==> config.mk <==
export PLATFORM = sky130hd
export DESIGN_NAME = ring_buffer_message_deframer_core
export DESIGN_NICKNAME = d
export VERILOG_FILES = /design/src/rbmd_pkg.sv /design/src/ring_buffer_message_deframer_core.sv /design/src/rbmd_ring.sv
export SDC_FILE = /design/constraint.sdc
export NUM_CORES = 1
export LEC_CHECK = 0
export BUFFER_PORTS_ARGS = -buffer_cell sky130_fd_sc_hd__buf_2
export CELL_PAD_IN_SITES_DETAIL_PLACEMENT = 0
export CELL_PAD_IN_SITES_GLOBAL_PLACEMENT = 2
export CORE_ASPECT_RATIO = 0.7
export CORE_MARGIN = 4
export CORE_UTILIZATION = 52
export DETAILED_ROUTE_END_ITERATION = 8
export GPL_TIMING_DRIVEN = 0
export HOLD_SLACK_MARGIN = 0.02
export PLACE_DENSITY_LB_ADDON = 0.25
export RECOVER_POWER = 50
export SLEW_MARGIN = 30
export SYNTH_ARGS = -nofsm -noshare
export SYNTH_HDL_FRONTEND = slang
export SYNTH_HIERARCHICAL = 1
export SYNTH_SLANG_ARGS = --single-unit
export TNS_END_PERCENT = 100
==> constraint.sdc <==
create_clock -name i_clk -period 7.8 [get_ports i_clk]
set_input_delay 1.95 -clock i_clk [delete_from_list [all_inputs] [get_ports i_clk]]
set_output_delay 1.95 -clock i_clk [all_outputs]
set_load 0.005 [all_outputs]
==> src/rbmd_pkg.sv <==
// Shared types and constants for the ring buffer message deframer.
package rbmd_pkg;

    // Input operation codes carried in the slave tuser bit.
    localparam logic OP_PUSH = 1'b0;
    localparam logic OP_READ = 1'b1;

    // A byte with this bit set starts a message.
    localparam int unsigned OPC_BIT = 7;

    // Checksum seed: the XOR of all message bytes before the checksum starts here.
    localparam logic [7:0] SUM_SEED = 8'hFF;

    // Length code in opcode bits 6:5 that defers the length to the next byte.
    localparam logic [1:0] LEN_CODE_VAR = 2'd3;

    // Fixed lengths are LEN_BASE + 2 * code; shorter variable lengths are invalid.
    localparam logic [7:0] LEN_BASE = 8'd2;
    localparam logic [7:0] MIN_LEN  = 8'd2;

    // Read sequencer states.
    typedef enum logic [2:0] {
        ST_IDLE,
        ST_SKIP,
        ST_LEN,
        ST_SUM,
        ST_EMIT,
        ST_NOMSG
    } t_state;

endpackage

==> src/ring_buffer_message_deframer_core.sv <==
// Top level of the ring buffer message deframer: push and read sequencer.
//
// Channel   Direction  Ports                        Contents (lowest bit first)
// s_axis    in         tvalid, tready, tdata, tuser tdata = rx_byte, tuser = operation
// m_axis    out        tvalid, tready, tdata, tlast tdata = msg_byte, tuser = found,
//                      tuser                        tlast = last
//
// A push transaction writes the byte into the ring.
// A read transaction steps through the skipped non-opcode bytes, a length byte if any,
// a checksum pass over all len bytes and an emit pass over the first len - 1, where
// len is the message length; every step is one access of the ring's single read port.
// Stalls on m_axis add cycles only in the emit and no-message steps. The sequencer
// takes no new transaction until a read has handed its last result to the output
// register; that register lets the next transaction in while it waits on m_axis.
// Reset is synchronous and active low; it clears the pointers and the sequencer. The
// ring contents are not cleared and need no clearing pass.
module ring_buffer_message_deframer_core
    import rbmd_pkg::*;
#(
    parameter int unsigned RING_DEPTH = 32
) (
    input  logic       i_clk,
    input  logic       i_rst_n,

    input  logic       i_s_axis_tvalid,
    output logic       o_s_axis_tready,
    input  logic [7:0] i_s_axis_tdata,   // [7:0] rx_byte
    input  logic       i_s_axis_tuser,   // [0] operation

    output logic       o_m_axis_tvalid,
    input  logic       i_m_axis_tready,
    output logic [7:0] o_m_axis_tdata,   // [7:0] msg_byte
    output logic       o_m_axis_tuser,   // [0] found
    output logic       o_m_axis_tlast
);

    localparam int unsigned PW = $clog2(RING_DEPTH);
    localparam logic [PW-1:0] LAST_IDX  = PW'(RING_DEPTH - 1);
    localparam logic [PW:0]   DEPTH_EXT = (PW + 1)'(RING_DEPTH);
    localparam logic [PW-1:0] ONE       = PW'(1);
    localparam logic [PW-1:0] TWO       = PW'(2);

    function automatic logic [PW-1:0] ring_next(input logic [PW-1:0] p);
        ring_next = (p == LAST_IDX) ? '0 : p + ONE;
    endfunction

    // Control state.
    t_state        r_state, n_state;
    logic [PW-1:0] r_rp, n_rp;
    logic [PW-1:0] r_wp, n_wp;
    logic          r_ov, n_ov;

    // Working registers of the sequencer and the output register payload.
    logic [PW-1:0] r_idx, n_idx;
    logic [PW-1:0] r_cnt, n_cnt;
    logic [PW-1:0] r_len, n_len;
    logic [PW-1:0] r_avail, n_avail;
    logic [7:0]    r_sum, n_sum;
    logic          r_found, n_found;
    logic [7:0]    r_byte, n_byte;
    logic          r_last, n_last;

    logic          in_acc;
    logic          push_acc;
    logic          slot_free;
    logic [7:0]    rd_data;
    logic [PW-1:0] idx_next;
    logic [PW-1:0] idx_next2;
    logic [PW-1:0] rp_next;
    logic          is_opc;
    logic [1:0]    len_code;
    logic [7:0]    fix_len;
    logic [PW:0]   avail_ext;
    logic [PW-1:0] avail;
    logic [7:0]    avail8;
    logic [7:0]    r_avail8;
    logic          sum_at_check;
    logic          emit_last;

    // The read address is the next index, so rd_data always shows the entry at r_idx.
    rbmd_ring #(
        .DEPTH (RING_DEPTH),
        .AW    (PW)
    ) u_ring (
        .i_clk     (i_clk),
        .i_wr_en   (push_acc),
        .i_wr_addr (r_wp),
        .i_wr_data (i_s_axis_tdata),
        .i_rd_addr (n_idx),
        .o_rd_data (rd_data)
    );

    assign o_s_axis_tready = (r_state == ST_IDLE);
    assign in_acc          = i_s_axis_tvalid & o_s_axis_tready;
    assign push_acc        = in_acc & (i_s_axis_tuser == OP_PUSH);
    assign slot_free       = ~r_ov | i_m_axis_tready;

    assign idx_next  = ring_next(r_idx);
    assign idx_next2 = ring_next(idx_next);
    assign rp_next   = ring_next(r_rp);

    // Decode of the byte under the read index.
    assign is_opc   = rd_data[OPC_BIT];
    assign len_code = rd_data[6:5];
    assign fix_len  = {5'b0, len_code, 1'b0} + LEN_BASE;

    // Buffered byte count; the pointers differ whenever this is used.
    assign avail_ext = {1'b0, r_wp} - {1'b0, r_rp} + ((r_wp < r_rp) ? DEPTH_EXT : '0);
    assign avail     = avail_ext[PW-1:0];
    assign avail8    = {{(8 - PW){1'b0}}, avail};
    assign r_avail8  = {{(8 - PW){1'b0}}, r_avail};

    assign sum_at_check = (r_cnt == r_len - ONE);
    assign emit_last    = (r_cnt == r_len - TWO);

    // Next state of the read sequencer.
    always_comb begin
        n_state = r_state;
        unique case (r_state)
            ST_IDLE: begin
                if (in_acc && i_s_axis_tuser == OP_READ) begin
                    n_state = (r_rp == r_wp) ? ST_NOMSG : ST_SKIP;
                end
            end
            ST_SKIP: begin
                priority if (!is_opc) begin
                    n_state = (idx_next == r_wp) ? ST_NOMSG : ST_SKIP;
                end else if (avail < TWO) begin
                    n_state = ST_NOMSG;
                end else if (len_code == LEN_CODE_VAR) begin
                    n_state = ST_LEN;
                end else if (avail8 < fix_len) begin
                    n_state = ST_NOMSG;
                end else begin
                    n_state = ST_SUM;
                end
            end
            ST_LEN: begin
                priority if (r_avail8 < rd_data) begin
                    n_state = ST_NOMSG;
                end else if (rd_data < MIN_LEN) begin
                    n_state = ST_NOMSG;
                end else begin
                    n_state = ST_SUM;
                end
            end
            ST_SUM: begin
                if (sum_at_check) begin
                    n_state = (r_sum == rd_data) ? ST_EMIT : ST_NOMSG;
                end
            end
            ST_EMIT: begin
                if (slot_free && emit_last) begin
                    n_state = ST_IDLE;
                end
            end
            ST_NOMSG: begin
                if (slot_free) begin
                    n_state = ST_IDLE;
                end
            end
            default: begin
                n_state = ST_IDLE;
            end
        endcase
    end

    // Pointers, working registers and output register loads.
    always_comb begin
        n_rp    = r_rp;
        n_wp    = r_wp;
        n_idx   = r_idx;
        n_cnt   = r_cnt;
        n_len   = r_len;
        n_avail = r_avail;
        n_sum   = r_sum;
        n_found = r_found;
        n_byte  = r_byte;
        n_last  = r_last;
        n_ov    = r_ov & ~i_m_axis_tready;
        unique case (r_state)
            ST_IDLE: begin
                n_idx = r_rp;
                if (push_acc) begin
                    n_wp = ring_next(r_wp);
                end
            end
            ST_SKIP: begin
                if (!is_opc) begin
                    // Skipped bytes stay consumed even when no message follows.
                    n_rp  = idx_next;
                    n_idx = idx_next;
                end else begin
                    n_avail = avail;
                    n_sum   = SUM_SEED;
                    n_cnt   = '0;
                    n_len   = fix_len[PW-1:0];
                    if (len_code == LEN_CODE_VAR) begin
                        n_idx = idx_next;
                    end
                end
            end
            ST_LEN: begin
                n_len = rd_data[PW-1:0];
                n_idx = r_rp;
                // A too-short length counts as a bad message: drop the opcode.
                if (!(r_avail8 < rd_data) && rd_data < MIN_LEN) begin
                    n_rp = rp_next;
                end
            end
            ST_SUM: begin
                if (sum_at_check) begin
                    if (r_sum == rd_data) begin
                        n_idx = r_rp;
                        n_cnt = '0;
                    end else begin
                        n_rp = rp_next;
                    end
                end else begin
                    n_sum = r_sum ^ rd_data;
                    n_idx = idx_next;
                    n_cnt = r_cnt + ONE;
                end
            end
            ST_EMIT: begin
                if (slot_free) begin
                    n_ov    = 1'b1;
                    n_found = 1'b1;
                    n_byte  = rd_data;
                    n_last  = emit_last;
                    if (emit_last) begin
                        // Step over the checksum byte as well.
                        n_rp = idx_next2;
                    end else begin
                        n_idx = idx_next;
                        n_cnt = r_cnt + ONE;
                    end
                end
            end
            ST_NOMSG: begin
                if (slot_free) begin
                    n_ov    = 1'b1;
                    n_found = 1'b0;
                    n_byte  = '0;
                    n_last  = 1'b1;
                end
            end
            default: begin
                n_idx = r_rp;
            end
        endcase
    end

    always_ff @(posedge i_clk) begin
        if (!i_rst_n) begin
            r_state <= ST_IDLE;
            r_rp    <= '0;
            r_wp    <= '0;
            r_ov    <= 1'b0;
        end else begin
            r_state <= n_state;
            r_rp    <= n_rp;
            r_wp    <= n_wp;
            r_ov    <= n_ov;
        end
    end

    always_ff @(posedge i_clk) begin
        r_idx   <= n_idx;
        r_cnt   <= n_cnt;
        r_len   <= n_len;
        r_avail <= n_avail;
        r_sum   <= n_sum;
        r_found <= n_found;
        r_byte  <= n_byte;
        r_last  <= n_last;
    end

    assign o_m_axis_tvalid = r_ov;
    assign o_m_axis_tdata  = r_byte;
    assign o_m_axis_tuser  = r_found;
    assign o_m_axis_tlast  = r_last;

`ifndef SYNTH
    // A no-message result is always the only, and therefore last, result of a read.
    a_nomsg_last: assert property (@(posedge i_clk) disable iff (!i_rst_n)
        (r_ov && !r_found) |-> r_last)
        else $error("no-message result without last mark");

    // The write pointer only moves while the sequencer is idle.
    a_wp_hold: assert property (@(posedge i_clk) disable iff (!i_rst_n)
        (r_state != ST_IDLE) |=> $stable(r_wp))
        else $error("write pointer moved during a read");

    // Both pointers stay inside the ring.
    a_ptr_range: assert property (@(posedge i_clk) disable iff (!i_rst_n)
        (r_rp <= LAST_IDX) && (r_wp <= LAST_IDX))
        else $error("ring pointer out of range");

    // The byte counter never runs past the message length.
    a_cnt_range: assert property (@(posedge i_clk) disable iff (!i_rst_n)
        (r_state == ST_SUM || r_state == ST_EMIT) |-> (r_cnt < r_len))
        else $error("byte counter beyond message length");
`endif

endmodule

==> src/rbmd_ring.sv <==
// Byte ring storage: one write port and one read port with registered read data.
module rbmd_ring #(
    parameter int unsigned DEPTH = 32,
    parameter int unsigned AW    = $clog2(DEPTH)
) (
    input  logic          i_clk,
    input  logic          i_wr_en,
    input  logic [AW-1:0] i_wr_addr,
    input  logic [7:0]    i_wr_data,
    input  logic [AW-1:0] i_rd_addr,
    output logic [7:0]    o_rd_data
);

    logic [7:0] r_mem [DEPTH];
    logic [7:0] r_rd_data;

    always_ff @(posedge i_clk) begin
        if (i_wr_en) begin
            r_mem[i_wr_addr] <= i_wr_data;
        end
    end

    // The read port runs every cycle; the address is the next read index.
    always_ff @(posedge i_clk) begin
        r_rd_data <= r_mem[i_rd_addr];
    end

    assign o_rd_data = r_rd_data;

endmodule

### Yosys cells after proc, flatten, opt, wreduce, memory -nomap -nowiden

Memory sizes are Yosys's and may differ from the RTL's. A register that Yosys moved wholly into a read port is not among the register bits.
Cells that the tools add are included.

* add/sub/neg operators: 10
* $lt $le $gt $ge: 4
* equality and inequality tests: 28
* multiplexer cells: 55
* bitwise logic cells: 8
* reductions and logical operators: 19

Operator list (number)
* $mux 5: 22
* $pmux 5 s4: 2
* $mux 3: 12
* $mux 8: 4
* $pmux 8 s2: 2
* $add 5x1->5 const B: 5
* $eq 5x5->1: 4
* $eq 5x5->1 const B: 4
* $ne 2x2->1 const B: 10
* $pmux 3 s6: 1
* $pmux 5 s3: 1
* $pmux 5 s2: 1
* $eq 8x8->1: 1
* $lt 5x8->1: 1
* $lt 8x2->1 const B: 1
* $mux 1: 8
* $xor 8x8->8: 1
* $reduce_and 7->1: 1
* $eq 3x2->1 const B: 2
* $eq 3x3->1 const B: 2
* $reduce_and 2->1: 3
* $reduce_and 3->1: 2
* $reduce_bool 2->1: 3
* $add 5x5->5 const B: 1
* other kinds (22): 30

* register bits: 52
* RAM bits: 256
* word-level logic and storage cells: 137
* memories: 1

Memories
* u_ring.r_mem: words 32, bits a word 8, rd ports 1, clocked after memory_dff 1, wr ports 1, line rbmd_ring.sv:14 `logic [7:0] r_mem [DEPTH];`

### Depth between registers and ports, before layout

* word-level depth: 8
* mapped depth: 13
* gate-level depth less buffers: 12

### Modules after synthesis

Netlist, hierarchy kept.

Modules (own cells, without submodules)
* rbmd_ring: times used 1, cells each 417, area each 10053.4 µm², sequential area each 7847.5 µm²
* ring_buffer_message_deframer_core: times used 1, cells each 367, area each 3547.2 µm², sequential area each 1371.3 µm²

### Worst setup path before layout

No wires, ideal clock.

* kind: input port to flip-flop
* from: in i_m_axis_tready
* to: reg u_ring.r_rd_data[0], in the netlist u_ring/o_rd_data[0] (read register of u_ring.r_mem)
* setup time: 121 ps
* arrival time: 4405 ps
* data required time: 7679 ps
* path slack: 3275 ps
* stages on the path: 10
* path buffers: 2
* path through: nor2b_1 > nor3_1 > o22ai_2 > a22oi_1 > o31ai_1 > clkbuf_1 > clkbuf_1 > mux4_2 > mux4_2 > mux2_2

* word-level cells in the longest chain between the ends: 3

RTL lines
* from (decl): line ring_buffer_message_deframer_core.sv:31 `input logic i_m_axis_tready,`
* $or 1x1->1: line ring_buffer_message_deframer_core.sv:96 `assign slot_free = ~r_ov | i_m_axis_tready;`
* $mux 5: line ring_buffer_message_deframer_core.sv:226 `if (slot_free) begin`
* $pmux 5 s4: line ring_buffer_message_deframer_core.sv:181 `unique case (r_state)`
* via n_idx[2]: line ring_buffer_message_deframer_core.sv:54 `logic [PW-1:0] r_idx, n_idx;`
* to (decl): line rbmd_ring.sv:15 `logic [7:0] r_rd_data;`

The timed path passes the listed nets, and every way through them passes these cells.
A chain may end at the register's enable or synchronous reset.

### Worst setup path after layout

* from: reg r_len[1]
* to: reg u_ring.r_rd_data[1], in the netlist u_ring/o_rd_data[1] (read register of u_ring.r_mem)

* word-level cells in the longest chain between the ends: 5

RTL lines
* from (decl): line ring_buffer_message_deframer_core.sv:56 `logic [PW-1:0] r_len, n_len;`
* from (signal assigned): line ring_buffer_message_deframer_core.sv:271 `r_len <= n_len;`
* $sub 5x2->5: line ring_buffer_message_deframer_core.sv:114 `assign emit_last = (r_cnt == r_len - TWO);`
* $eq 5x5->1: line ring_buffer_message_deframer_core.sv:114
* $mux 5: line ring_buffer_message_deframer_core.sv:231 `if (emit_last) begin`
* $mux 5: line ring_buffer_message_deframer_core.sv:226
* $pmux 5 s4 (*): line ring_buffer_message_deframer_core.sv:181
* via n_idx[2]: line ring_buffer_message_deframer_core.sv:54

Mark *: on every way through the listed nets, which the timed path passes. The rest lies on a longest branch.

==> key figures <==
Run status
  – Failing checks: capacitance limit, slew limit
  – Status: complete, but fails checks

Clocking
  – Post-CTS Hold Fix Bufs: 0
  – Clk buf depth: 3
  – # resized after CTS: 0
  – Clock latency at the later pin of the worst-skew pair: 0.55 ns
  – Clock sinks: 316
  – CTS tree: done
  – H-tree Lvls: 1
  – Clock transition at path regs: around 0.07 ns
  – Postcts setup bufs: 0
  – Root Driver: clkbuf_16
  – Total CTS buffers: 30

Timing
  – Fmax: 186.5 MHz
  – Count of final setup violators: 0
  – Fin Setup TNS: 0 ns
  – Worst-Margin Slew: 1.563 ns
  – Max Transition Viols Final: 99
  – Minimum clock period: 5.362 ns
  – Slew HR: -0.04199
  – RSZ-0062 raised after global routing: no
  – Fin Hold WS: 0.5276 ns
  – Layout Skew: 0.01446 ns
  – Hold Violations, Final: 0
  – Tcrit/Tclk final: 0.6875

Yosys
  – Synth Instances: 784
  – Synth Cell Area: 13600 um2
  – Ys flop type: edfxtp_1
  – Post-synthesis register bit count: 316
  – Synth cell types: 74
  – Sequential element share of the synthesized area: 0.6778
  – Number of synthesized flops with an enable pin: ~290
  – Yosys warning count: 6
  – Synth Net Count: 822
  – Post-Syn Area per Cell: 17.35 um2
  – Asr flop ratio synth: 0

Critical path
  – FF-to-FF End: u_ring/o_rd_data[1]
  – Highest-delay cell along the critical path: buf_1
  – Worst path required time: 8.23 ns
  – Reg2Reg Setup Slack: 2.44 ns
  – Crit. Startpoint: r_len[1]
  – Critical Path End: u_ring/o_rd_data[1]
  – R2R depth: 13
  – Critical Path Start Type: flip-flop
  – Worst stage delay on the critical path: 0.68 ns
  – CP cell instances: inv_1, ha_1, o21ba_1, a22oi_2, o2111ai_1, nand2_1, o211a_2, o31ai_1, clkbuf_1, buf_1, mux4_2, mux4_2, mux2_2
  – Crit. End Element: flip-flop
  – Largest fanout on the critical path: 10
  – Crit-path most repeated cell: mux4_2
  – Critical R2R Launch: r_len[1]
  – Worst endpoint data arrival time: 5.79 ns
  – Setup Crit Path Kind: flip-flop to flip-flop

Routing
  – Routed vias: 7360
  – Avg Vias per Cell: 6.164
  – DR pass1 iterations: 5
  – Avg WL per Cell: around 25 um
  – Top layer in use: met4
  – Iter 0 DRT Violations: 800
  – Post-route ant nets: 0
  – WL met1: 14300 um
  – WL met3: 2670 um
  – Routed wire length: 29790 um
  – Remaining DRCs: 0
  – Wire length on met2: 12380 um

Flow run
  – Max-cap violations: 3

Layout
  – Register area: between 9000 and 10000 um2
  – Final Cell Area: 15060 um2
  – Area of the multi-input gates: 4100 um2
  – Layout cell share with drive strength beyond 1: 0.2121
  – Ant diodes: 0
  – Layout Area Growth over Synthesis: 10.76%
  – Layout Nets: 878
  – Fillers: 1877
  – Fin cells: 1194

Placed design
  – Routability cong.: 0.8467
  – Cells after DPL: 1139
  – Port Buf Inserts: 24
  – Post-DP HPWL: 20900 um
  – Cell Area, Placed: 14140 um2

Floorplanning
  – Die ar.: 28850 um2
  – Chip height: 143.3 um
  – Core outline area: 25690 um2
  – Ports: 25
  – Initial Util: 0.5294
  – Die width: ~200 um
  – Row count: 49

Min path
  – Hold Crit Class: flip-flop to flip-flop

Pwr
  – Design Power: between 0.005 and 0.006 W
  – Max VDD drop: approximately 220 uV
  – Pwr per Cell Area: 349.9 nW/um2
  – Leakage Power: a little under 5 nW

Global route
  – Vias in the first global route: between 7000 and 8000
  – Pin count of the biggest net entering global routing: 33
  – Total track usage: 0.2098
  – First-pass GRT wire length: ~45000 um
  – Initial antenna violation count: 0
  – Total congestion overflow: 0
-- area by class of cell --
class | count | area share
Buffer | 34 | 0.01188
Tap cell | 331 | 0.02749
Sequential cell | 316 | 0.6120
Multi-Input combinational cell | 410 | 0.2722
Clock inverter | 16 | 0.007060
Inverter | 24 | 0.005980
Clock buffer | 39 | 0.05615
Timing Repair Buffer | 24 | 0.007309
-- logic make-up after synthesis --
group | count (synthesis) | share of synthesized area
DFF | 316 | 0.6778
adders and majority gates | 25 | 0.02355
AOI/OAI and AO/OA | 78 | 0.04177
buffers and inverters | 58 | 0.02005
xor gates and xnor gates | 35 | 0.02475
muxes | 98 | 0.1466
and+or+nand+nor | 174 | 0.06550
-- where the power goes --
part	switching (W)	internal [W]	leakage, nW	total (W)
combinational	0.000961	0.000861	1.55	0.00182
clock	0.000593	0.000793	0.469	0.00139
sequential	0.0000871	0.00198	2.80	0.00206
total	0.00164	0.00363	4.82	0.00527
-- routing by layer --
metal / GRT usage / vias to the layer above
met4: 0.03666 / 0
met2: 0.2934 / 311
met1: 0.3470 / 3782
li1: - / 3229
met3: 0.04376 / 38
met5: 0 / -
-- per-stage QoR --
step | util | setup slack (ns)
finish | 0.5864 | 2.438
global route | 0.5864 | 2.225
CTS | 0.5875 | 2.589
detailed placement | 0.5504 | 2.046
global placement | 0.5502 | 2.119
floorplan | - | 3.275
-- cells in the final DEF, fill, tap and decap left out, drive strengths merged, types with 4 or more instances in the layout --
cell type and n:
a22oi 7, nand2 44, nand3 11, nand4 5
nand2b 5, and3 4, nand3b 7, ha 24
inv 25, xor2 12, edfxtp 289, nor2b 9
nor4 6, nor3 8, o21ai 14, a31oi 4
xnor2 22, o211ai 4, buf 34, mux2 9
o31ai 4, clkbuf 63, mux4 80, a21oi 19
dfxtp 27, a21boi 5, nor2 58, mux2i 9
clkinv 13, and2 6
-- registers in the layout, indices dropped and copies added (netlist names) --
register,flops
u_ring/r_mem,256
o_m_axis_tdata,8
r_sum,8
u_ring/o_rd_data,8
r_avail,5
r_cnt,5
r_idx,5
r_len,5
r_rp,5
r_wp,5
r_state,3
o_m_axis_tlast,1
o_m_axis_tuser,1
o_m_axis_tvalid,1
-- how the worst min path moves through the flow --
stage	from	endpoint	slack (ns)	cells past startpoint
after floorplan	r_rp[3]	r_rp[3]	0.46	2
after global placement	r_rp[3]	r_rp[3]	0.50	2
after detailed placement	r_rp[3]	r_rp[3]	0.51	2
after CTS	r_rp[3]	r_rp[3]	0.52	2
after global routing	r_rp[3]	r_rp[3]	0.56	2
final	r_rp[3]	r_rp[3]	0.53	2
-- critical path, delay by kind of cell, from the launching register on --
family / cells / cell delay, ns
muxes: 3 / 1.27
AOI/OAI and AO/OA: 5 / 1.49
DFF: 1 / 0.43
and+or+nand+nor: 1 / 0.41
adders and majority gates: 1 / 0.25
buffers and inverters: 3 / 1.37
-- synthesized netlist by cell type, drive strengths merged (2+ instances only) --
| library cell | number | area, um2 |
|---|---|---|
| buf | 22 | 136.4 |
| a31oi | 4 | 25.02 |
| xnor2 | 22 | 192.7 |
| inv | 24 | 90.08 |
| a21oi | 19 | 95.09 |
| nor2b | 9 | 56.30 |
| dfxtp | 27 | 540.5 |
| o2111ai | 2 | 23.77 |
| o22ai | 2 | 18.77 |
| edfxtp | 289 | 8678 |
| o21ai | 14 | 73.82 |
| a22oi | 7 | 57.55 |
| o31ai | 4 | 43.79 |
| ha | 24 | 300.3 |
| o211a | 2 | 20.02 |
| o221ai | 2 | 17.52 |
| and2 | 6 | 37.54 |
| nand2b | 5 | 31.28 |
| mux2 | 9 | 101.4 |
| or3 | 2 | 12.51 |
| nand4 | 5 | 46.29 |
| mux4 | 80 | 1802 |
| clkbuf | 12 | 46.29 |
| nor3 | 8 | 45.04 |
| or3b | 3 | 26.28 |
| xor2 | 12 | 120.1 |
| mux2i | 9 | 90.09 |
| nand3b | 7 | 52.55 |
| and3 | 4 | 25.02 |
| o211ai | 4 | 30.03 |
| a21o | 3 | 22.52 |
| a21boi | 5 | 37.53 |
| nand3 | 11 | 60.06 |
| nor2 | 58 | 220.2 |
| nand2 | 44 | 172.7 |
| nor4 | 6 | 52.55 |
(Power assumes the default switching activity.)
